### src/rtl/core/brrp_pkg.sv
// ----------------------------------------------------------------------------
// brrp_pkg
// Shared types and constants of the bitmap row remap parser.
// ----------------------------------------------------------------------------
package brrp_pkg;

    // remap table geometry
    localparam int TABLE_DEPTH = 256;
    localparam int BYTE_W      = 8;
    localparam int TADDR_W     = $clog2(TABLE_DEPTH);

    // field and counter widths
    localparam int DIM_W    = 11;
    localparam int STRIDE_W = 12;
    localparam int ROW_W    = 10;
    localparam int OFF_W    = 21;
    localparam int RUN_W    = 16;
    localparam int CFG_IDX_W = 3;

    localparam logic [OFF_W-1:0] OFFSET_MAX = {OFF_W{1'b1}};
    localparam logic [STRIDE_W-1:0] HDR_BYTES = STRIDE_W'(4);

    // input word opcodes
    typedef enum logic [1:0] {
        OP_LOAD  = 2'd0,
        OP_START = 2'd1,
        OP_DATA  = 2'd2
    } t_opcode;

    // output byte kinds
    typedef enum logic [1:0] {
        KIND_PIXEL  = 2'd0,
        KIND_HEADER = 2'd1,
        KIND_PAD    = 2'd2
    } t_kind;

    // configuration register indexes
    typedef enum logic [CFG_IDX_W-1:0] {
        CFG_WIDTH  = 3'd0,
        CFG_HEIGHT = 3'd1,
        CFG_COLUMN = 3'd2,
        CFG_HEADER = 3'd3,
        CFG_STRIDE = 3'd4
    } t_cfg_idx;

    // configuration registers as seen by the sequencer
    typedef struct packed {
        logic [DIM_W-1:0]    width;
        logic [DIM_W-1:0]    height;
        logic                column_order;
        logic                header_mode;
        logic [STRIDE_W-1:0] stride;
    } t_cfg;

    // per-byte tags that travel beside the table read
    typedef struct packed {
        logic [BYTE_W-1:0] raw;
        t_kind             kind;
        logic [ROW_W-1:0]  row;
        logic              begins;
        logic [OFF_W-1:0]  offset;
        logic              done;
        logic              bad;
    } t_meta;

endpackage

### src/rtl/core/brrp_ram.sv
// ----------------------------------------------------------------------------
// brrp_ram
// Generic single-write, single-read RAM with registered read data.
// ----------------------------------------------------------------------------
module brrp_ram #(
    parameter int WIDTH = 8,
    parameter int DEPTH = 256
) (
    input  logic                     i_clk,
    input  logic                     i_we,
    input  logic [$clog2(DEPTH)-1:0] i_waddr,
    input  logic [WIDTH-1:0]         i_wdata,
    input  logic                     i_re,
    input  logic [$clog2(DEPTH)-1:0] i_raddr,
    output logic [WIDTH-1:0]         o_rdata
);

    logic [WIDTH-1:0] r_mem [DEPTH];
    logic [WIDTH-1:0] r_rdata;

    // write port
    always_ff @(posedge i_clk) begin
        if (i_we) begin
            r_mem[i_waddr] <= i_wdata;
        end
    end

    // registered read, data holds between reads
    always_ff @(posedge i_clk) begin
        if (i_re) begin
            r_rdata <= r_mem[i_raddr];
        end
    end

    assign o_rdata = r_rdata;

endmodule

### src/rtl/core/brrp_ctrl.sv
// ----------------------------------------------------------------------------
// brrp_ctrl
// Row sequencer: latches geometry at start, walks header, pixel and padding
// bytes, and tags each data word with row, offset and end marks.
// ----------------------------------------------------------------------------
module brrp_ctrl
    import brrp_pkg::*;
#(
    parameter int MAX_DIMENSION = 1024
) (
    input  logic              i_clk,
    input  logic              i_rst_n,
    input  logic              i_accept,
    input  logic [1:0]        i_opcode,
    input  logic [BYTE_W-1:0] i_data_byte,
    input  t_cfg              i_cfg,
    output logic              o_res_valid,
    output t_meta             o_meta
);

    localparam int MD_W  = $clog2(MAX_DIMENSION + 1);
    localparam int CMP_W = (MD_W > DIM_W) ? MD_W : DIM_W;
    localparam logic [CMP_W-1:0] CAP_EXT = CMP_W'(MAX_DIMENSION);
    localparam logic [DIM_W-1:0] CAP     = DIM_W'(MAX_DIMENSION);

    function automatic logic [DIM_W-1:0] clamp_dim(input logic [DIM_W-1:0] v);
        logic [CMP_W-1:0] ext;
        ext = CMP_W'(v);
        return (ext > CAP_EXT) ? CAP : v;
    endfunction

    // latched geometry
    logic [DIM_W-1:0]    r_rows, n_rows;
    logic [DIM_W-1:0]    r_cols, n_cols;
    logic [STRIDE_W-1:0] r_row_len, n_row_len;
    logic                r_hdr, n_hdr;
    logic                r_active, n_active;

    // walking state
    logic [DIM_W-1:0]    r_row, n_row;
    logic [STRIDE_W-1:0] r_bin, n_bin;
    logic [23:0]         r_shift, n_shift;
    logic [RUN_W-1:0]    r_run, n_run;
    logic [OFF_W-1:0]    r_off, n_off;

    logic                data_hit;
    logic [DIM_W-1:0]    st_rows, st_cols;
    logic [STRIDE_W:0]   bin_inc;
    logic [RUN_W-1:0]    hdr_first, hdr_last, run_dec;
    logic                end_row;
    logic [DIM_W:0]      row_inc;

    assign data_hit    = i_accept && (i_opcode == OP_DATA) && r_active;
    assign o_res_valid = data_hit;

    assign st_rows   = clamp_dim(i_cfg.column_order ? i_cfg.width : i_cfg.height);
    assign st_cols   = clamp_dim(i_cfg.column_order ? i_cfg.height : i_cfg.width);
    assign bin_inc   = {1'b0, r_bin} + 1'b1;
    assign hdr_first = r_shift[23:8];
    assign hdr_last  = {r_shift[7:0], i_data_byte};
    assign run_dec   = (r_run != '0) ? r_run - 1'b1 : '0;
    assign row_inc   = {1'b0, r_row} + 1'b1;

    // next state and result tags
    always_comb begin
        n_rows    = r_rows;
        n_cols    = r_cols;
        n_row_len = r_row_len;
        n_hdr     = r_hdr;
        n_active  = r_active;
        n_row     = r_row;
        n_bin     = r_bin;
        n_shift   = r_shift;
        n_run     = r_run;
        n_off     = r_off;
        end_row   = 1'b0;

        o_meta        = '0;
        o_meta.raw    = i_data_byte;
        o_meta.row    = r_row[ROW_W-1:0];
        o_meta.offset = r_off;
        o_meta.kind   = KIND_PIXEL;

        if (i_accept && (i_opcode == OP_START)) begin
            // latch geometry and rewind
            n_rows    = st_rows;
            n_cols    = st_cols;
            n_row_len = (i_cfg.stride > STRIDE_W'(st_cols)) ? i_cfg.stride
                                                            : STRIDE_W'(st_cols);
            n_hdr     = i_cfg.header_mode;
            n_row     = '0;
            n_bin     = '0;
            n_shift   = '0;
            n_run     = '0;
            n_off     = '0;
            n_active  = (st_rows != '0) &&
                        (i_cfg.header_mode || (n_row_len != '0));
        end else if (data_hit) begin
            if (!r_hdr) begin
                // fixed rows: pixels then padding
                o_meta.begins = (r_bin == '0);
                o_meta.kind   = (r_bin < STRIDE_W'(r_cols)) ? KIND_PIXEL : KIND_PAD;
                n_bin         = bin_inc[STRIDE_W-1:0];
                end_row       = (bin_inc >= {1'b0, r_row_len});
            end else if (r_bin < HDR_BYTES) begin
                // header bytes, big-endian first then last
                o_meta.begins = (r_bin == '0);
                o_meta.kind   = KIND_HEADER;
                if (r_bin < (HDR_BYTES - 1'b1)) begin
                    n_shift = {r_shift[15:0], i_data_byte};
                    n_bin   = bin_inc[STRIDE_W-1:0];
                end else begin
                    o_meta.bad = (hdr_last < hdr_first);
                    n_run      = o_meta.bad ? '0 : hdr_last - hdr_first;
                    n_bin      = HDR_BYTES;
                    end_row    = (n_run == '0);
                end
            end else begin
                // run of pixels after the header
                o_meta.kind = KIND_PIXEL;
                n_run       = run_dec;
                end_row     = (run_dec == '0);
            end

            // saturating offset
            if (r_off != OFFSET_MAX) begin
                n_off = r_off + 1'b1;
            end

            // row wrap and end of bitmap
            if (end_row) begin
                n_bin   = '0;
                n_shift = '0;
                n_run   = '0;
                n_row   = row_inc[DIM_W-1:0];
                if (row_inc >= {1'b0, r_rows}) begin
                    o_meta.done = 1'b1;
                    n_active    = 1'b0;
                end
            end
        end
    end

    always_ff @(posedge i_clk) begin
        if (!i_rst_n) begin
            r_rows    <= '0;
            r_cols    <= '0;
            r_row_len <= '0;
            r_hdr     <= 1'b0;
            r_active  <= 1'b0;
            r_row     <= '0;
            r_bin     <= '0;
            r_shift   <= '0;
            r_run     <= '0;
            r_off     <= '0;
        end else begin
            r_rows    <= n_rows;
            r_cols    <= n_cols;
            r_row_len <= n_row_len;
            r_hdr     <= n_hdr;
            r_active  <= n_active;
            r_row     <= n_row;
            r_bin     <= n_bin;
            r_shift   <= n_shift;
            r_run     <= n_run;
            r_off     <= n_off;
        end
    end

`ifndef SYNTH
    // a done word always ends the bitmap
    a_done_idles: assert property (@(posedge i_clk) disable iff (!i_rst_n)
        (o_res_valid && o_meta.done) |=> !r_active)
        else $error("bitmap stayed active after done word");

    // the row counter stays inside the latched row count while walking
    a_row_bound: assert property (@(posedge i_clk) disable iff (!i_rst_n)
        r_active |-> (r_row < r_rows))
        else $error("row counter beyond row count");

    // a bad header flag only marks a header byte
    a_bad_is_hdr: assert property (@(posedge i_clk) disable iff (!i_rst_n)
        (o_res_valid && o_meta.bad) |-> (o_meta.kind == KIND_HEADER))
        else $error("bad header flag on a non-header byte");
`endif

endmodule

### src/rtl/core/bitmap_row_remap_parser.sv
// ----------------------------------------------------------------------------
// bitmap_row_remap_parser
// Streams bitmap bytes through a loaded 256-entry remap table and tags each
// byte with its kind, row, row start, offset and end marks.
// ----------------------------------------------------------------------------
//  channel   signals                                     direction
//  -------   -----------------------------------------   ---------
//  input     i_in_valid / o_in_ready, opcode, index, byte in
//  output    o_out_valid / i_out_ready, byte and six tags       out
//  config    i_cfg_valid / o_cfg_ready, index, data      in
//
//  One word per cycle while the output is not stalled: a data word reads
//  the remap RAM at its accept edge, and its result moves on through the
//  holding stage to the output register. Table loads and starts give no
//  result. Output stalls back up through one holding stage; input stays ready
//  while that stage can drain. Reset clears the sequencer, not the table.
// ----------------------------------------------------------------------------
module bitmap_row_remap_parser
    import brrp_pkg::*;
#(
    parameter int MAX_DIMENSION = 1024
) (
    input  logic                 i_clk,
    input  logic                 i_rst_n,
    // input words
    input  logic                 i_in_valid,
    output logic                 o_in_ready,
    input  logic [1:0]           i_opcode,
    input  logic [TADDR_W-1:0]   i_table_index,
    input  logic [BYTE_W-1:0]    i_data_byte,
    // result words
    output logic                 o_out_valid,
    input  logic                 i_out_ready,
    output logic [BYTE_W-1:0]    o_out_byte,
    output logic [1:0]           o_byte_kind,
    output logic [ROW_W-1:0]     o_row_number,
    output logic                 o_row_begins,
    output logic [OFF_W-1:0]     o_byte_offset,
    output logic                 o_bitmap_done,
    output logic                 o_bad_header,
    // configuration writes
    input  logic                 i_cfg_valid,
    output logic                 o_cfg_ready,
    input  logic [CFG_IDX_W-1:0] i_cfg_index,
    input  logic [STRIDE_W-1:0]  i_cfg_data
);

    t_cfg              r_cfg;
    logic              in_acc;
    logic              res_valid;
    t_meta             res_meta;
    logic [BYTE_W-1:0] ram_rdata;

    logic              r_s1_valid;
    t_meta             r_s1_meta;
    logic              s1_adv;

    logic              r_out_valid;
    t_meta             r_out_meta;
    logic [BYTE_W-1:0] r_out_byte;

    // configuration registers, always writable
    assign o_cfg_ready = 1'b1;

    always_ff @(posedge i_clk) begin
        if (!i_rst_n) begin
            r_cfg <= '0;
        end else if (i_cfg_valid) begin
            unique case (i_cfg_index)
                CFG_WIDTH:  r_cfg.width        <= i_cfg_data[DIM_W-1:0];
                CFG_HEIGHT: r_cfg.height       <= i_cfg_data[DIM_W-1:0];
                CFG_COLUMN: r_cfg.column_order <= i_cfg_data[0];
                CFG_HEADER: r_cfg.header_mode  <= i_cfg_data[0];
                CFG_STRIDE: r_cfg.stride       <= i_cfg_data;
                default: ;
            endcase
        end
    end

    // handshake: take a word whenever the holding stage is empty or can move on
    assign s1_adv     = r_s1_valid && (!r_out_valid || i_out_ready);
    assign o_in_ready = !r_s1_valid || s1_adv;
    assign in_acc     = i_in_valid && o_in_ready;

    // row sequencer
    brrp_ctrl #(
        .MAX_DIMENSION (MAX_DIMENSION)
    ) u_ctrl (
        .i_clk       (i_clk),
        .i_rst_n     (i_rst_n),
        .i_accept    (in_acc),
        .i_opcode    (i_opcode),
        .i_data_byte (i_data_byte),
        .i_cfg       (r_cfg),
        .o_res_valid (res_valid),
        .o_meta      (res_meta)
    );

    // remap table, read only for data words that give a result
    brrp_ram #(
        .WIDTH (BYTE_W),
        .DEPTH (TABLE_DEPTH)
    ) u_table (
        .i_clk   (i_clk),
        .i_we    (in_acc && (i_opcode == OP_LOAD)),
        .i_waddr (i_table_index),
        .i_wdata (i_data_byte),
        .i_re    (res_valid),
        .i_raddr (i_data_byte),
        .o_rdata (ram_rdata)
    );

    // stage 1: tags wait beside the table read
    always_ff @(posedge i_clk) begin
        if (!i_rst_n) begin
            r_s1_valid <= 1'b0;
        end else if (res_valid) begin
            r_s1_valid <= 1'b1;
        end else if (s1_adv) begin
            r_s1_valid <= 1'b0;
        end
    end

    always_ff @(posedge i_clk) begin
        if (res_valid) begin
            r_s1_meta <= res_meta;
        end
    end

    // output register
    always_ff @(posedge i_clk) begin
        if (!i_rst_n) begin
            r_out_valid <= 1'b0;
        end else if (s1_adv) begin
            r_out_valid <= 1'b1;
        end else if (i_out_ready) begin
            r_out_valid <= 1'b0;
        end
    end

    always_ff @(posedge i_clk) begin
        if (s1_adv) begin
            r_out_meta <= r_s1_meta;
            r_out_byte <= (r_s1_meta.kind == KIND_PIXEL) ? ram_rdata : r_s1_meta.raw;
        end
    end

    assign o_out_valid   = r_out_valid;
    assign o_out_byte    = r_out_byte;
    assign o_byte_kind   = r_out_meta.kind;
    assign o_row_number  = r_out_meta.row;
    assign o_row_begins  = r_out_meta.begins;
    assign o_byte_offset = r_out_meta.offset;
    assign o_bitmap_done = r_out_meta.done;
    assign o_bad_header  = r_out_meta.bad;

`ifndef SYNTH
    // a full holding stage behind a stalled output blocks the input
    a_stall_blocks: assert property (@(posedge i_clk) disable iff (!i_rst_n)
        (r_s1_valid && r_out_valid && !i_out_ready) |-> !o_in_ready)
        else $error("input ready while pipeline is full");

    // a result word always moves into the output register next
    a_s1_to_out: assert property (@(posedge i_clk) disable iff (!i_rst_n)
        s1_adv |=> r_out_valid)
        else $error("holding stage drained without output word");

    // a table load never produces a result
    a_load_silent: assert property (@(posedge i_clk) disable iff (!i_rst_n)
        (in_acc && (i_opcode == OP_LOAD)) |-> !res_valid)
        else $error("table load produced a result");
`endif

endmodule
### config.mk
export PLATFORM = sky130hd
export DESIGN_NAME = bitmap_row_remap_parser
export DESIGN_NICKNAME = d
export VERILOG_FILES = /design/src/rtl/core/brrp_pkg.sv /design/src/rtl/core/brrp_ram.sv /design/src/rtl/core/brrp_ctrl.sv /design/src/rtl/core/bitmap_row_remap_parser.sv
export SDC_FILE = /design/constraint.sdc
export NUM_CORES = 2
export LEC_CHECK = 0
export BUFFER_PORTS_ARGS = -buffer_cell sky130_fd_sc_hd__buf_4
export CAP_MARGIN = 0
export CORE_MARGIN = 1
export CORE_UTILIZATION = 35
export CTS_CLUSTER_SIZE = 8
export DETAILED_ROUTE_END_ITERATION = 8
export PLACE_DENSITY = 0.5
export SLEW_MARGIN = 20
export SYNTH_ARGS = -nofsm -noshare
export SYNTH_HDL_FRONTEND = slang
export SYNTH_HIERARCHICAL = 1
export SYNTH_SLANG_ARGS = --single-unit
### constraint.sdc
create_clock -name i_clk -period 4.55 [get_ports i_clk]
set_input_delay 0.2275 -clock i_clk [delete_from_list [all_inputs] [get_ports i_clk]]
set_output_delay 0.2275 -clock i_clk [all_outputs]
set_load 0.005 [all_outputs]
==> results.md <==
* Pin count of the biggest net entering global routing at 133
* Detailed-placement wirelength estimate at 155 mm
* Total number of nets in the final design at 5,757
* Clock tree from TritonCTS: done
* Post-Syn Nets at 5,197
* DRC violation count after routing at 0
* Final Hold Violating Endpoints at 0
* Count of cell types in the netlist at 92
* Max Slew Vio Count at 0
* Flop and latch count out of synthesis at 2,302
* DRT Pass-1 Iters at 5
* Core Box Area at 262,000 µm²
* Achievable Freq at 239 MHz
* P_leak at 35.3 nW
* Post-synthesis sequential area ratio at 73.2%
* Num Clock Sinks at approximately 2,300
* Total negative slack at 0 ns
* R2R setup slack at 0.37 ns
* Power density of the placed cells at 434 nW/µm²
* Die Footprint at approximately 270,000 µm²
* Post-route ant nets at 0
* Post-layout instance area at roughly 110,000 µm²
* Simple-gate share of the synthesized area at a little under 5%
* Standard-cell row count at 188
* Fraction of the mapped netlist area in compound gates at under 10%
* Largest family of logic cells by synthesized area: multiplexers
* Type of origin of the critical path: flop
* Top flip-flop cell by instance count after synthesis: edfxtp_1
* First-pass GRT wire length at between 300 and 400 mm
* Xor-xnor portion of the synthesized cell area at less than 1%
* GRT Residual Overflow at 0
* Largest fanout on the critical path at 11
* Number of enable-type register cells in the synthesized netlist at 2,144
* Area overhead of the layout relative to synthesis at 17.4%
* Worst EP required at 5.34 ns
* Setup repair after global routing missed its margin: no
* Combined global-route utilization of all metal layers at 18.0%
* Data arrival at the endpoint of the critical path at between 4 and 5 ns
* Synth top area share at a little over two thirds
* GP Congestion at 0.811
* Share of layout cells above drive strength 1 at about a quarter
* Final critical-path share of the clock period at 92.0%
* Sequential cell area at ~68,000 µm²
* Via density at 5.37
* Standard cell area after detailed placement at 99,000 µm²
* PortBufs at 83
* Critical path class: flop to flop
* Wire length reported by the detailed router at 241 mm
* Slew at the pin with the worst max-slew slack at ~1.3 ns
* Via count at 49,514
* Worst slew slack as a fraction of its limit at 14.2%
* Starting density of the core at 35.2%
* Max IR drop VDD at 0.000391 V
* Number of global-route vias before repair at 50,184
* Clock Skew at 0.0847 ns
* Fill count at 23,335
* IO Count at 85
* Share of cell area taken by muxes after synthesis at 13.5%
* Result of the run: finished clean
* Type of the worst min-delay path: input port to flop
* Power Total at 47.0 mW
* Instance count of the mapped netlist at 5,093
* Max cap viols at 0
* Library cell occupying the most area in the post-synthesis netlist: edfxtp_1
* Most frequent cells in the layout: edfxtp_1 (2,144), buf_4 (459), mux4_2 (454)
* Post-synthesis adder-cell area fraction at less than 1%
* Async set-or-reset flop fraction in the synthesized netlist at 0%
* Mean instance size in the synthesized netlist at 18.1 µm²
* Die outline height at 516 µm
* Clock H-tree levels at 5
* Final setup vio count at 0
* Footprint of the multi-input gates at about 23,000 µm²
* Warnings, synthesis at 6
* Insertion delay of the later-clocked pin in the worst-skew pair at 0.92 ns
* Cell chosen for the clock root: clkbuf_16
* Num CTS Buffers at 338
* Die extent in x at 516 µm
* Leading cell types by total area after synthesis: edfxtp_1 (70%), mux4_2 (11%), dfxtp_1 (3.4%)
* Clock-pin slew of the registers on the worst-case setup and hold paths at 0.05 ns
* Critical Path Sink Type: flop
* Post-DR wirelength/cell at 26.1 µm
* Buffers from clock root to sink, at most at 4
* Minimum period implied by the final worst setup slack at 4.18 ns
* Synth Cell Area at just over 90,000 µm²
* Number of violations reported at the end of detailed-routing iteration 0 at around 4,400
* Antenna violations before repair at 12
* Most common cell after layout, fill and taps aside: edfxtp_1
cells by family after synthesis:
group,Yosys count
AOI/OAI and AO/OA,631
xor gates and xnor gates,49
adders and majority gates,66
buffers and inverters,393
DFF,2302
muxes,677
other,1
and+or+nand+nor,974
registers in the layout, indices dropped and copies added (netlist names), 2 cells and up:
register / cells
u_ctrl/r_rows: 11
o_out_byte: 8
r_cfg: 36
u_ctrl/r_row_len: 12
r_s1_meta: 44
o_byte_offset: 21
o_row_number: 10
u_ctrl/r_run: 16
o_byte_kind: 2
u_ctrl/r_bin: 12
u_ctrl/r_cols: 11
u_table/r_mem: 2048
u_ctrl/r_shift: 24
u_ctrl/r_off: 21
u_table/o_rdata: 8
u_ctrl/r_row: 11
final timing paths:
path | endpoint | from | cells after the start
min | u_table/r_mem[249][5] | i_data_byte[5] | 2
max | u_ctrl/r_bin[6] | u_ctrl/r_bin[1] | 16
min reg2reg | o_row_number[2] | r_s1_meta[26] | 0
max reg2reg | u_ctrl/r_bin[6] | u_ctrl/r_bin[1] | 16
area by class of cell:
class                           instances  share of cell area (%)
Clock inverter                          9                   0.100
Multi-Input combinational cell       2398                    21.0
Inverter                               75                   0.260
Timing Repair Buffer                  538                    4.19
Clock buffer                          386                    8.07
Tap cell                             3515                    4.06
Sequential cell                      2302                    62.3
Antenna cell                            4                 0.00924
repair_timing:
action	4_1_cts	5_1_grt
resized for setup	0	1
setup buffers	0	2
endpoints found under the hold margin	607	0
endpoints found under the setup margin	0	9
hold buffers	44	0
Yosys cell counts (10+ instances only):
library cell and number:
dfxtp_1 158, edfxtp_1 2144, a21boi_0 14, o21ai_0 54
buf_6 23, buf_8 13, and2_1 12, nand2_1 254
mux4_2 454, buf_4 46, buf_2 42, nor2b_1 42
a22oi_1 136, and3_1 33, nand3_1 60, mux2i_1 212
buf_1 23, a211oi_1 23, nor3_1 56, clkbuf_1 163
nor4_1 36, nand4_1 27, o221ai_1 48, nor2_1 367
a21oi_1 174, nand2b_1 22, ha_1 65, xor2_1 31
a221oi_1 14, xnor2_1 18, inv_1 74, a21o_1 14
a31oi_1 10, o22ai_1 37, o211ai_1 16
per-stage QoR:
stage               hold slack [ns]  worst slack [ns]  std cells  util, %
finish                       0.0840             0.366       9227     41.3
floorplan                     0.326             0.607       5093        -
global route                 0.0447            0.0107       9224     41.3
detailed placement            0.405             0.212       8782     37.8
global placement              0.400             0.261       8782     37.8
CTS                        0.000508             0.179       9221     41.3
worst max-delay path: stages (launching register included):
cell	delay (ns)
dfxtp_1	0.42
ha_1	0.20
and3_1	0.23
and3_1	0.32
nand4_1	0.16
or2_2	0.34
xnor2_1	0.13
ha_1	0.31
a21o_1	0.17
a211oi_1	0.25
o21ai_1	0.11
a41oi_1	0.41
a21oi_1	0.33
nor3_4	0.29
buf_4	0.18
nand3b_1	0.08
a21oi_1	0.17
metal layers:
| layer | global-route usage (%) | up-vias | part of all wire (%) |
|---|---|---|---|
| li1 | - | 21536 | - |
| met1 | 25.1 | 26095 | 44 |
| met2 | 28.6 | 1501 | 47 |
| met3 | 3.34 | 380 | 5.9 |
| met4 | 5.04 | 2 | 2.5 |
| met5 | 0 | - | 0.0054 |
power by group:
group	internal, mW	switching [mW]
Combinational	0.774	1.39
Clock	13.3	8.36
Sequential	23.2	0.0140
No activity file was read; power rests on OpenSTA's default activity.
